`config.mk`:
```
export PLATFORM = sky130hd
export DESIGN_NAME = rc_pwm_ppm_pulse_capture_flat
export DESIGN_NICKNAME = d
export VERILOG_FILES = /design/src/hw/rtl/rcpc_pkg.sv /design/src/hw/rtl/rcpc_if.sv /design/src/hw/rtl/rc_pwm_ppm_pulse_capture.sv /design/src/flat_wrapper.sv
export SDC_FILE = /design/constraint.sdc
export NUM_CORES = 1
export LEC_CHECK = 0
export BUFFER_PORTS_ARGS = -buffer_cell sky130_fd_sc_hd__buf_2
export CORE_ASPECT_RATIO = 1.5
export CORE_MARGIN = 1.5
export CORE_UTILIZATION = 40
export CTS_BUF_LIST = sky130_fd_sc_hd__clkbuf_2 sky130_fd_sc_hd__clkbuf_4 sky130_fd_sc_hd__clkbuf_8
export DETAILED_ROUTE_END_ITERATION = 10
export GPL_TIMING_DRIVEN = 0
export HOLD_SLACK_MARGIN = 0.06
export PLACE_DENSITY = 0.66
export SYNTH_ARGS = -nofsm -noshare
export SYNTH_HDL_FRONTEND = slang
export SYNTH_SLANG_ARGS = --single-unit
```
`constraint.sdc`:
```
create_clock -name clk -period 9.1 [get_ports clk]
set_clock_uncertainty 0.05 [all_clocks]
set_input_delay 1.82 -clock clk [delete_from_list [all_inputs] [get_ports clk]]
set_output_delay 1.82 -clock clk [all_outputs]
set_load 0.005 [all_outputs]
```
`src/hw/rtl/rcpc_pkg.sv`:
```
`timescale 1ns / 1ps
// ----------------------------------------------------------------------------
// RC pulse capture package
// Shared widths, port count, event codes and register indexes.
// ----------------------------------------------------------------------------
package rcpc_pkg;

  localparam int NUM_PORTS  = 8;
  localparam int PORT_W     = 3;
  localparam int STAMP_W    = 16;
  localparam int WIDTH_W    = 32;
  localparam int MASK_W     = 8;
  localparam int APB_DATA_W = 32;
  localparam int APB_ADDR_W = 3;

  typedef enum logic {
    OP_CAPTURE  = 1'b0,
    OP_OVERFLOW = 1'b1
  } op_t;

  typedef enum logic {
    REG_PORT_ENABLE = 1'b0,
    REG_PPM_MODE    = 1'b1
  } reg_idx_t;

endpackage

```
`src/hw/rtl/rcpc_if.sv`:
```
`timescale 1ns / 1ps
// ----------------------------------------------------------------------------
// RC pulse capture channels
// Timer event channel and measurement result channel, valid/ready.
// ----------------------------------------------------------------------------
interface rcpc_evt_if;
  import rcpc_pkg::*;

  logic               valid;
  logic               ready;
  logic               operation;
  logic [PORT_W-1:0]  port;
  logic [STAMP_W-1:0] capture;
  logic               pin_level;

  modport source (output valid, operation, port, capture, pin_level, input ready);
  modport sink   (input valid, operation, port, capture, pin_level, output ready);
endinterface

interface rcpc_meas_if;
  import rcpc_pkg::*;

  logic               valid;
  logic               ready;
  logic [PORT_W-1:0]  result_port;
  logic [WIDTH_W-1:0] pulse_width;

  modport source (output valid, result_port, pulse_width, input ready);
  modport sink   (input valid, result_port, pulse_width, output ready);
endinterface

```
`src/hw/rtl/rc_pwm_ppm_pulse_capture.sv`:
```
`timescale 1ns / 1ps
// ----------------------------------------------------------------------------
// RC PWM/PPM pulse capture
// Per-port pulse measurement from timer capture and overflow events.
// ----------------------------------------------------------------------------
// Takes one timer event per cycle unless a measurement is held back by meas.ready,
// and gives at most one measurement per event, via the event then result register.
// A PWM port stores the timestamp of a high edge and reports the 16-bit
// wrapped high width on the next low edge. A PPM port sums overflow periods
// into a 32-bit accumulator and reports the 32-bit wrapped time between
// successive edges. Events on ports that are not enabled are dropped; overflow
// events on PWM ports are dropped. Per-port state is read and updated in the
// result stage, so back-to-back events on the same port need no forwarding.
// Registers: 0x0 port enable mask, 0x4 PPM mode mask (8 bits each).
// ----------------------------------------------------------------------------
module rc_pwm_ppm_pulse_capture (
  input  logic                             clk,
  input  logic                             rst,
  rcpc_evt_if.sink                         evt,
  rcpc_meas_if.source                      meas,
  input  logic                             psel,
  input  logic                             penable,
  input  logic                             pwrite,
  input  logic [rcpc_pkg::APB_ADDR_W-1:0]  paddr,
  input  logic [rcpc_pkg::APB_DATA_W-1:0]  pwdata,
  output logic [rcpc_pkg::APB_DATA_W-1:0]  prdata,
  output logic                             pready
);
  import rcpc_pkg::*;

  // configuration
  logic [MASK_W-1:0] port_enable_mask;
  logic [MASK_W-1:0] ppm_mode_mask;
  reg_idx_t          reg_sel;
  logic              cfg_write;

  // event register
  logic               ev_valid;
  op_t                ev_op;
  logic [PORT_W-1:0]  ev_port;
  logic [STAMP_W-1:0] ev_capture;
  logic               ev_pin_level;

  // per-port state
  logic [WIDTH_W-1:0] last_edge_time [NUM_PORTS];
  logic [WIDTH_W-1:0] overflow_total [NUM_PORTS];

  // result register
  logic               res_valid;
  logic [PORT_W-1:0]  res_port;
  logic [WIDTH_W-1:0] res_width;

  // result stage logic
  logic               port_open;
  logic               is_ppm;
  logic [WIDTH_W-1:0] last_sel;
  logic [WIDTH_W-1:0] ovf_sel;
  logic [WIDTH_W-1:0] now_time;
  logic [WIDTH_W-1:0] ppm_width;
  logic [STAMP_W-1:0] pwm_width;
  logic               emit;
  logic               res_free;
  logic               ev_advance;
  logic               do_ovf;
  logic               do_last;
  logic [WIDTH_W-1:0] last_next;
  logic [WIDTH_W-1:0] width_next;

  assign pready    = 1'b1;
  assign reg_sel   = reg_idx_t'(paddr[2]);
  assign cfg_write = psel && penable && pwrite && pready;

  always_comb begin
    case (reg_sel)
      REG_PORT_ENABLE: prdata = {{(APB_DATA_W-MASK_W){1'b0}}, port_enable_mask};
      REG_PPM_MODE:    prdata = {{(APB_DATA_W-MASK_W){1'b0}}, ppm_mode_mask};
      default:         prdata = '0;
    endcase
  end

  always_ff @(posedge clk) begin
    if (rst) begin
      port_enable_mask <= '0;
      ppm_mode_mask    <= '0;
    end else if (cfg_write) begin
      case (reg_sel)
        REG_PORT_ENABLE: port_enable_mask <= pwdata[MASK_W-1:0];
        REG_PPM_MODE:    ppm_mode_mask    <= pwdata[MASK_W-1:0];
        default: ;
      endcase
    end
  end

  // result stage
  assign port_open = port_enable_mask[ev_port];
  assign is_ppm    = ppm_mode_mask[ev_port];
  assign last_sel  = last_edge_time[ev_port];
  assign ovf_sel   = overflow_total[ev_port];
  assign now_time  = ovf_sel + {{(WIDTH_W-STAMP_W){1'b0}}, ev_capture};
  assign ppm_width = now_time - last_sel;
  assign pwm_width = ev_capture - last_sel[STAMP_W-1:0];

  always_comb begin
    emit       = 1'b0;
    do_ovf     = 1'b0;
    do_last    = 1'b0;
    last_next  = now_time;
    width_next = ppm_width;
    if (ev_valid && port_open) begin
      if (ev_op == OP_OVERFLOW) begin
        do_ovf = is_ppm;
      end else if (is_ppm) begin
        emit    = 1'b1;
        do_last = 1'b1;
      end else if (ev_pin_level) begin
        do_last   = 1'b1;
        last_next = {{(WIDTH_W-STAMP_W){1'b0}}, ev_capture};
      end else begin
        emit       = 1'b1;
        width_next = {{(WIDTH_W-STAMP_W){1'b0}}, pwm_width};
      end
    end
  end

  assign res_free   = !res_valid || meas.ready;
  assign ev_advance = ev_valid && (!emit || res_free);
  assign evt.ready  = !ev_valid || ev_advance;

  always_ff @(posedge clk) begin
    if (rst) begin
      ev_valid <= 1'b0;
    end else if (evt.ready) begin
      ev_valid <= evt.valid;
    end
  end

  always_ff @(posedge clk) begin
    if (evt.ready && evt.valid) begin
      ev_op        <= op_t'(evt.operation);
      ev_port      <= evt.port;
      ev_capture   <= evt.capture;
      ev_pin_level <= evt.pin_level;
    end
  end

  // update per-port state only when the event leaves the event register
  always_ff @(posedge clk) begin
    if (rst) begin
      for (int i = 0; i < NUM_PORTS; i++) begin
        last_edge_time[i] <= '0;
        overflow_total[i] <= '0;
      end
    end else if (ev_advance) begin
      if (do_ovf) begin
        overflow_total[ev_port] <= now_time;
      end
      if (do_last) begin
        last_edge_time[ev_port] <= last_next;
      end
    end
  end

  always_ff @(posedge clk) begin
    if (rst) begin
      res_valid <= 1'b0;
    end else if (res_free) begin
      res_valid <= ev_advance && emit;
    end
  end

  always_ff @(posedge clk) begin
    if (ev_advance && emit) begin
      res_port  <= ev_port;
      res_width <= width_next;
    end
  end

  assign meas.valid       = res_valid;
  assign meas.result_port = res_port;
  assign meas.pulse_width = res_width;

endmodule
```
`src/flat_wrapper.sv`:
```
// flat-port wrapper written by rule: the top's interface ports become plain ports
module rc_pwm_ppm_pulse_capture_flat import rcpc_pkg::*;
  (clk, rst, psel, penable, pwrite, paddr, pwdata, prdata, pready, evt_valid, evt_operation, evt_port, evt_capture, evt_pin_level, evt_ready, meas_valid, meas_result_port, meas_pulse_width, meas_ready);
  rcpc_evt_if evt_i ();
  rcpc_meas_if meas_i ();
  input  logic clk;
  input  logic rst;
  input  logic psel;
  input  logic penable;
  input  logic pwrite;
  input  logic [rcpc_pkg::APB_ADDR_W-1:0] paddr;
  input  logic [rcpc_pkg::APB_DATA_W-1:0] pwdata;
  output logic [rcpc_pkg::APB_DATA_W-1:0] prdata;
  output logic pready;
  input wire logic [$bits(evt_i.valid)-1:0] evt_valid;
  input wire logic [$bits(evt_i.operation)-1:0] evt_operation;
  input wire logic [$bits(evt_i.port)-1:0] evt_port;
  input wire logic [$bits(evt_i.capture)-1:0] evt_capture;
  input wire logic [$bits(evt_i.pin_level)-1:0] evt_pin_level;
  output wire logic [$bits(evt_i.ready)-1:0] evt_ready;
  output wire logic [$bits(meas_i.valid)-1:0] meas_valid;
  output wire logic [$bits(meas_i.result_port)-1:0] meas_result_port;
  output wire logic [$bits(meas_i.pulse_width)-1:0] meas_pulse_width;
  input wire logic [$bits(meas_i.ready)-1:0] meas_ready;
  assign evt_i.valid = evt_valid;
  assign evt_i.operation = evt_operation;
  assign evt_i.port = evt_port;
  assign evt_i.capture = evt_capture;
  assign evt_i.pin_level = evt_pin_level;
  assign evt_ready = evt_i.ready;
  assign meas_valid = meas_i.valid;
  assign meas_result_port = meas_i.result_port;
  assign meas_pulse_width = meas_i.pulse_width;
  assign meas_i.ready = meas_ready;
  rc_pwm_ppm_pulse_capture u_core (.clk(clk), .rst(rst), .evt(evt_i), .meas(meas_i), .psel(psel), .penable(penable), .pwrite(pwrite), .paddr(paddr), .pwdata(pwdata), .prdata(prdata), .pready(pready));
endmodule
```
==> impl_summary.md, run 1 <==
Worst setup path
The number of cells traversed by the worst register-to-register path is 26. The number of buffers and inverters on the critical path is 8. The worst register-to-register path ends at u_core.meas.pulse_width[31]. The cell with the biggest individual delay on the critical path is sky130_fd_sc_hd__a32o_1. The setup slack of the worst register-to-register path is 0.47 ns.

The path type of the worst setup path is reg2reg. The critical path data arrival time is ~9.1 ns. On the worst path, the slowest cell contributes a delay of 0.60 ns.

The worst setup path is launched from a register. The kind of cell adding the most delay to the critical path is compound AO/OA/AOI/OAI gates. The total stage count of the critical path is 26. In this design, the critical path's most frequently occurring cell is sky130_fd_sc_hd__buf_6.

The worst setup path is captured at a register. The top fanout value on the critical path is 19. The required time of the worst setup path is ~9.5 ns.

GRT
The total grt overflow is 0. The combined global-route utilization of all metal layers is 0.223. The initial antenna violation count is 1. The first global-routing pass estimated roughly 120 mm of wire. The pin count of the biggest net entering global routing is 29. The number of global-route vias before repair is about 20000.

Synth
For this run, the register share of the synthesized area comes to 0.602. Counting flops with an async set or reset pin after synthesis yields a share of 0. Sorting the synthesized cells by area gives the leading types as sky130_fd_sc_hd__edfxtp_1 59%, sky130_fd_sc_hd__mux4_2 9.2%, sky130_fd_sc_hd__nor2_1 7.2%. After synthesis the cells add up to 29000 sq um. The library cell occupying the most area in the post-synthesis netlist is sky130_fd_sc_hd__edfxtp_1. The number of distinct standard cells referenced by the synthesized netlist is 86. The area share of the largest cell type after synthesis is 0.588. For this run, the leading register cell type out of synthesis is sky130_fd_sc_hd__edfxtp_1. The register bit total from synthesis is 589. Synthesis produced about 2200 cells. Yosys printed 0 warnings. The number of synthesized flops with an enable pin is 568. The mean instance size in the synthesized netlist is 13.1 sq um.

Timing
The final-report max-slew violation count is 0. Timing would allow up to approximately 120 MHz. The share of the clock period used by the worst path is 0.948. The worst path needs around 8.6 ns of the cycle, external delays included. For the pin with the worst max-slew slack, the measured transition is around 1.2 ns. The number of hold violations in the final report was 0. The tightest hold path in the finished design has a slack of between 0.4 and 0.5 ns. Setup repair after global routing left no endpoint under its margin. The worst max-slew margin expressed relative to the limit is 0.176. Setup violations remaining at the end of the flow were counted as 0. Setup slack closes at roughly 0.47 ns.

Floorplan
From left edge to right edge, the die measures approximately 220 microns. The die covers 74200 sq um. The core region is ~72000 sq um. The starting density of the core is 0.405. The standard-cell row count is 120. The die is roughly 330 microns tall. The number of I/O pins is roughly 130.

Placed design
In this run the cell area measured after placement is a little over 30000 sq um. Once detailed placement completed, the half-perimeter wirelength came to ~61 mm. The final weighted congestion in routability-driven placement is about 0.95. Prior to clock tree synthesis, the placed netlist has a worst setup slack of -0.854 ns. The count of buffers added on input and output ports is 80.

Pwr
Dividing total power by cell area gives a power density of between 200 and 250 nW/um^2. Overall power consumption after layout is estimated at a little over 7000 uW. The largest voltage drop on the vdd net is approximately 0.000096 V. The leakage power total is 0.0122 uW.

Detailed routing
The routed wirelength normalized by instance count is roughly 25 microns. The count of nets left with antenna violations once routing finished came out at 0. The ratio of routed vias to standard cells is between 5 and 6.

The DRC marker count from the first detailed-route iteration is roughly 1900. The number of remaining DRC errors is 0. The via count is slightly below 20000. After detailed routing, the total wire length is between 80 and 90 mm. The first TritonRoute pass finished after 7 iterations.

CTS
The root buffer cell chosen for the clock tree is sky130_fd_sc_hd__clkbuf_8. The CTS clock-pin slew for the worst setup and hold paths is approximately 0.060 ns. The post-cts hold buffer count is 0. Clock tree synthesis inserted a total of 83 buffers. The TritonCTS clock tree is yes. The clock sink count is ~600. The H-tree level count is 3.

The clock reaches the later pin of the worst-skew pair after roughly 0.70 ns. The buffer levels on the longest clock path is 3.

Finish
The final layout net count is roughly 2500. The area growth from synthesis to layout is 12.9%. Of the cells placed in the final design, the portion with a size suffix greater than 1 is 0.197. Leaving out fill and tap cells, the most frequent cell in the layout is sky130_fd_sc_hd__edfxtp_1.

The final core utilization is 0.457. The library cells used most frequently in the layout, excluding fill and tap cells, are 568 x sky130_fd_sc_hd__edfxtp_1, 555 x sky130_fd_sc_hd__nor2_1, 119 x sky130_fd_sc_hd__mux4_2. The finished cells cover between 30000 and 40000 sq um. Counting the fill cells in the layout gives between 6000 and 7000.

Job
The number of max-cap violations is 0.

Hold path
The min-delay analysis places its worst path in the category reg2reg. The path with the worst hold slack has its endpoint at u_core.meas.result_port[2]. The count of cells along the worst hold path is 0. The worst hold path begins at u_core.ev_port[2].

Run status
The run finished with clean final reports.
worst reg2reg max path, delay by kind of cell, from the launching register on:
kind	cells	cell delay, ns
XOR/XNOR	1	0.52
buffers and inverters	8	2.13
adder cells (fa/ha/maj)	2	0.74
AND/OR/NAND/NOR	1	0.16
flip-flops	1	0.43
AO/OA/AOI/OAI	11	3.20
multiplexers	3	1.19
logic make-up after synthesis:
| group | Yosys count | share of synthesized area |
|---|---|---|
| multiplexers | 219 | 0.135 |
| XOR/XNOR | 73 | 0.0270 |
| AO/OA/AOI/OAI | 246 | 0.0547 |
| other | 2 | 0.000259 |
| adder cells (fa/ha/maj) | 61 | 0.0267 |
| flip-flops | 589 | 0.602 |
| AND/OR/NAND/NOR | 826 | 0.122 |
| buffers and inverters | 198 | 0.0316 |
registers in the layout, indices dropped and copies added, names as in the netlist, 3 cells and up, named ones only:
register	count
u_core.overflow_total	256
u_core.last_edge_time	256
u_core.ev_port	3
u_core.ev_capture	16
u_core.port_enable_mask	8
u_core.meas.pulse_width	32
u_core.ppm_mode_mask	8
u_core.meas.result_port	3
power by group:
part	total (uW)	switching, uW	internal, uW
combinational	1860	1190	673
clock	2060	1020	1040
sequential	3130	37.4	3090
cell type report:
| cell class | instances | area [sq um] | share of cell area |
|---|---|---|---|
| flip-flops and latches | 589 | 17500 | 0.534 |
| plain buffers | 147 | 746 | 0.0228 |
| clock inverters | 34 | 233 | 0.00711 |
| inverters | 48 | 181 | 0.00554 |
| multi-input cells | 1450 | 10800 | 0.331 |
| well taps | 915 | 1140 | 0.0350 |
| clock buffers | 110 | 1360 | 0.0416 |
| repair buffers | 99 | 763 | 0.0233 |
| diodes | 1 | 2.50 | 0.0000764 |
what timing repair did:
item	in CTS	in global routing
gates resized for setup	14	20
pin swaps	0	1
cloned	0	0
setup endpoints to repair	19	14
setup buffers	0	2
routing by layer:
layer  share of wire  GRT usage  vias up
li1                -          -     8555
met1            0.34      0.253     9708
met3           0.083     0.0346      232
met5               0          0        -
met4           0.060      0.140        0
met2            0.51      0.393     1059
cells in the mapped netlist, drive strengths merged (42+ instances only):
library cell and number:
edfxtp 568, a21oi 73, buf 49, mux4 130
nand2 101, nor3 42, nor2 555, inv 46
mux2i 58, clkbuf 101, ha 53, o21ai 51
worst max-delay path by stage:
stage	from	to	slack (ns)
floorplan	register	u_core.meas.pulse_width[23]	1.75
global placement	register	u_core.meas.pulse_width[15]	-0.77
detailed placement	register	u_core.meas.pulse_width[15]	-0.85
CTS	register	u_core.meas.pulse_width[30]	0.13
global route	register	u_core.meas.pulse_width[29]	0.007
finish	register	u_core.meas.pulse_width[31]	0.47
metrics by stage:
stage          std cells  setup TNS, ns
3_3_place_gp        3232          -8.49
5_1_grt             3393              0
6_report            3393              0
4_1_cts             3390              0
2_1_floorplan       2237              0
3_5_place_dp        3249          -9.63
Power figures use the tool's default switching activity.
==> run 2: changes to the inputs <==
--- a/config.mk
+++ b/config.mk
@@ -5,11 +5,13 @@
 export SDC_FILE = /design/constraint.sdc
 export NUM_CORES = 1
 export LEC_CHECK = 0
+export ABC_AREA = 1
 export BUFFER_PORTS_ARGS = -buffer_cell sky130_fd_sc_hd__buf_2
 export CORE_ASPECT_RATIO = 1.5
 export CORE_MARGIN = 1.5
 export CORE_UTILIZATION = 40
 export CTS_BUF_LIST = sky130_fd_sc_hd__clkbuf_2 sky130_fd_sc_hd__clkbuf_4 sky130_fd_sc_hd__clkbuf_8
+export CTS_CLUSTER_SIZE = 8
 export DETAILED_ROUTE_END_ITERATION = 10
 export GPL_TIMING_DRIVEN = 0
 export HOLD_SLACK_MARGIN = 0.06
==> impl_summary.md, run 2 <==
Run status
The flow ran to the end, and the final reports show no timing, DRC or antenna violations.

Worst setup path
The most critical setup path has its endpoint at u_core.meas.pulse_width[25]. The most numerous cell type found on the critical path is sky130_fd_sc_hd__nand2_1. The required time of the worst setup path is 9.50 ns (-0.02 ns). The reg-to-reg endpoint is u_core.meas.pulse_width[25].

The largest individual stage delay along the critical path comes from the cell sky130_fd_sc_hd__xnor2_1. The setup slack of the worst register-to-register path came to 0.52 ns (+0.05 ns). The number of cells traversed by the worst register-to-register path was 35 (+35%). The total stage count of the critical path was 35 (+35%). The critical path data arrival time came to 8.98 ns (-0.07 ns).

The maximum cell stage delay along the critical path came to 1.00 ns (+0.40 ns). The type of origin of the critical path is a register. STA classifies the critical path endpoint as a register. In this design, the largest share of critical-path delay is due to buffers and inverters. The setup path with the least slack is of type reg2reg. The top fanout value on the critical path is 10 (-9). The number of buffers and inverters on the critical path is 9 (+1).

Floorplan
The starting density of the core is 0.404 (-0.00136). The core area is 74800 sq um (+4.4%). The die area is 77200 sq um (+4.0%). The number of I/O pins is 133 (unchanged). The die height is 340 microns (+2.0%).

The floorplan die width is 227 microns (+2.0%). The standard-cell row count is 123 (+2.5%).

Synth
The count of yosys warnings during synthesis was 0 (unchanged). Among all flip-flop cells after synthesis, the most frequent one is sky130_fd_sc_hd__edfxtp_1. After synthesis, the most frequently instantiated cells are 934 x sky130_fd_sc_hd__nor2_1, 568 x sky130_fd_sc_hd__edfxtp_1, 488 x sky130_fd_sc_hd__nand2_1, 282 x sky130_fd_sc_hd__o21ai_0, 225 x sky130_fd_sc_hd__inv_1. The cell area after synthesis is 30200 sq um (+4.1%). By area the synthesized netlist is led by sky130_fd_sc_hd__edfxtp_1 56%, sky130_fd_sc_hd__nor2_1 12%, sky130_fd_sc_hd__nand2_1 6.1%. sky130_fd_sc_hd__nor2_1 is the most common cell in the netlist. The mean instance size in the synthesized netlist was 9.21 sq um (-30%). The count of mapped cells out of synthesis is 3277 (+48%).

The library cell occupying the most area in the post-synthesis netlist is sky130_fd_sc_hd__edfxtp_1. The number of distinct standard cells referenced by the synthesized netlist is 59 (-31%). The post-synthesis sequential area ratio came to 0.579 (-0.0236).

The share of synthesized flip-flops with an asynchronous set or reset came to 0 (unchanged). The register bit total from synthesis came to 589 (unchanged). The number of synthesized flops with an enable pin is 568 (unchanged). The area share of the largest cell type after synthesis is 0.565 (-0.0231).

Detailed routing
The total wire length after detailed routing was 101 mm (+21%). The routed wirelength normalized by instance count was 22.3 microns (-9.2%). The via count is 25000 (+28%).

The post-detailed-route count of antenna-violating nets is 0 (unchanged). The ratio of routed vias to standard cells was 5.50 (-4.5%). The DRC marker count from the first detailed-route iteration is 2710 (+40%). The length of the first detailed-routing pass in iterations is 10 (+3). The number of remaining DRC errors is 0 (unchanged).

Pwr
The largest voltage drop on the vdd net is 0.000108 V (+12%). The leakage power total came to 0.0142 uW (+17%). The logic gate share of total power is 0.250 (-0.014).

The switching portion of total power was 0.336 (+0.0175). The cell-internal power is 4700 uW (-2.1%). The switching power of the nets was 2380 uW (+6.0%).

The sequential power share was 0.441 (-0.003). The power density over the cells came to 208 nW/um^2 (-3.4%). The clock share of power came to 0.310 (+0.018).

Timing
The final setup violation count is 0 (unchanged). The post-route minimum period is 8.58 ns (-0.0455 ns). Setup repair after global routing left no endpoint under its margin. The post-route worst hold slack is 0.392 ns (-0.0186 ns). The worst max-slew margin expressed relative to the limit is 0.140 (-0.0358).

The maximum frequency from static timing analysis is 117 MHz (+0.53%). The slew at the pin closest to its max-slew limit is 1.29 ns (+0.0564 ns). The total negative slack for setup checks is 0 ns (unchanged). The final-report max-slew violation count came to 0 (unchanged).

The share of the clock period used by the worst path came to 0.943 (-0.00500). The number of hold violations in the final report is 0 (unchanged).

Finish
The layout overhead on the synthesized area is 12.8%. In the layout the commonest cells are 934 x sky130_fd_sc_hd__nor2_1, 568 x sky130_fd_sc_hd__edfxtp_1, 472 x sky130_fd_sc_hd__nand2_1. The finished layout cell area is 34000 sq um (+4.0%). Leaving out fill and tap cells, the most frequent cell in the layout is sky130_fd_sc_hd__nor2_1. The final layout net count is 3609 (+42%). The fraction of final layout cells with drive strength greater than 1 came to 0.122 (-0.0753). The final instance count without filler cells is 4538 (+34%). The fill cell instance count of the final layout is 7198 (+15%). The final core utilization is 0.455 (-0.00205).

GRT
The combined global-route utilization of all metal layers is 0.262 (+0.0385). The wire length of the first global-routing pass is 146 mm (+20%). The pin count of the biggest net entering global routing is 33 (+14%). The initial antenna violation count is 1 (unchanged).

The total grt overflow came to 0 (unchanged). The number of global-route vias before repair is 24300 (+21%).

Placed design
The final weighted congestion in routability-driven placement was 0.964 (+1.4%). The cell total after placement was 4397 (+35%). The number of port buffers is 80 (unchanged). The total cell area at the placement stage is 32400 sq um (+4.3%). The estimated wirelength of the detail-placed design was 72.9 mm (+20%).

CTS
The H-tree level count is 3 (unchanged). The number of clock buffers inserted by TritonCTS is 91 (+9.6%). The clock latency on the worst-skew pair came to 0.75 ns (+0.05 ns). The clock sink count is 589 (unchanged). The post-CTS repair timing setup buffer count came to 0 (unchanged). CTS placed an instance of sky130_fd_sc_hd__clkbuf_8 at the clock tree root. The buffer levels on the longest clock path is 3 (unchanged).

The CTS clock-pin slew for the worst setup and hold paths came to 0.06 ns (about the same). The post-cts hold buffer count is 0 (unchanged). The post-cts resize count is 0 (-14). TritonCTS built the clock tree.

Hold path
The path class of the lowest-slack min-delay path is reg2reg.

Job
The number of max-cap violations is 0 (unchanged).
run 2: how the worst min path moves through the flow:
stage	endpoint	start	cells past startpoint
after floorplan	u_core.meas.result_port[2]	u_core.ev_port[2]	0
after global placement	u_core.meas.result_port[2]	u_core.ev_port[2]	0
after detailed placement	u_core.meas.result_port[2]	u_core.ev_port[2]	0
after CTS	u_core.meas.result_port[2]	u_core.ev_port[2]	0
after global routing	u_core.meas.result_port[2]	u_core.ev_port[2]	0
final	u_core.meas.result_port[2]	u_core.ev_port[2]	0
run 2: routing by layer:
metal,vias up,GRT usage,wire [microns]
li1,11400,-,-
met1,11800,0.293,34100
met2,1410,0.442,49600
met3,372,0.0515,9980
met4,0,0.190,7530
met5,-,0,0
run 2: cell families after synthesis:
family | Yosys count | synth area share
XOR/XNOR | 26 | 0.00816
AND/OR/NAND/NOR | 1650 | 0.222
multiplexers | 4 | 0.00133
adder cells (fa/ha/maj) | 56 | 0.0240
AO/OA/AOI/OAI | 515 | 0.0951
buffers and inverters | 435 | 0.0701
other | 2 | 0.000249
flip-flops | 589 | 0.579
run 2: per-stage QoR:
step                setup slack, ns  power, uW
floorplan                      3.86       4310
global placement              0.821       4870
detailed placement            0.780       4900
CTS                           0.771       7050
global route                  0.188       7340
finish                        0.519       7080
run 2: area by class of cell:
class | count | area, sq um | share of cell area
timing repair buffer | 97 | 786 | 0.0231
clock inverter | 18 | 150 | 0.00441
buffer | 186 | 1180 | 0.0347
multi-input combinational | 2276 | 10700 | 0.315
antenna | 1 | 2.50 | 0.0000735
inverter | 249 | 935 | 0.0275
tap | 1000 | 1250 | 0.0367
sequential | 589 | 17500 | 0.513
clock buffer | 122 | 1540 | 0.0451
run 2: power groups by stage:
stage / Sequential, uW / Clock, uW / Combinational, uW
2_1_floorplan: 3160 / 0 / 1140
3_3_place_gp: 3180 / 0 / 1690
4_1_cts: 3120 / 2190 / 1730
3_5_place_dp: 3170 / 0 / 1730
5_1_grt: 3130 / 2290 / 1920
6_report: 3120 / 2190 / 1770
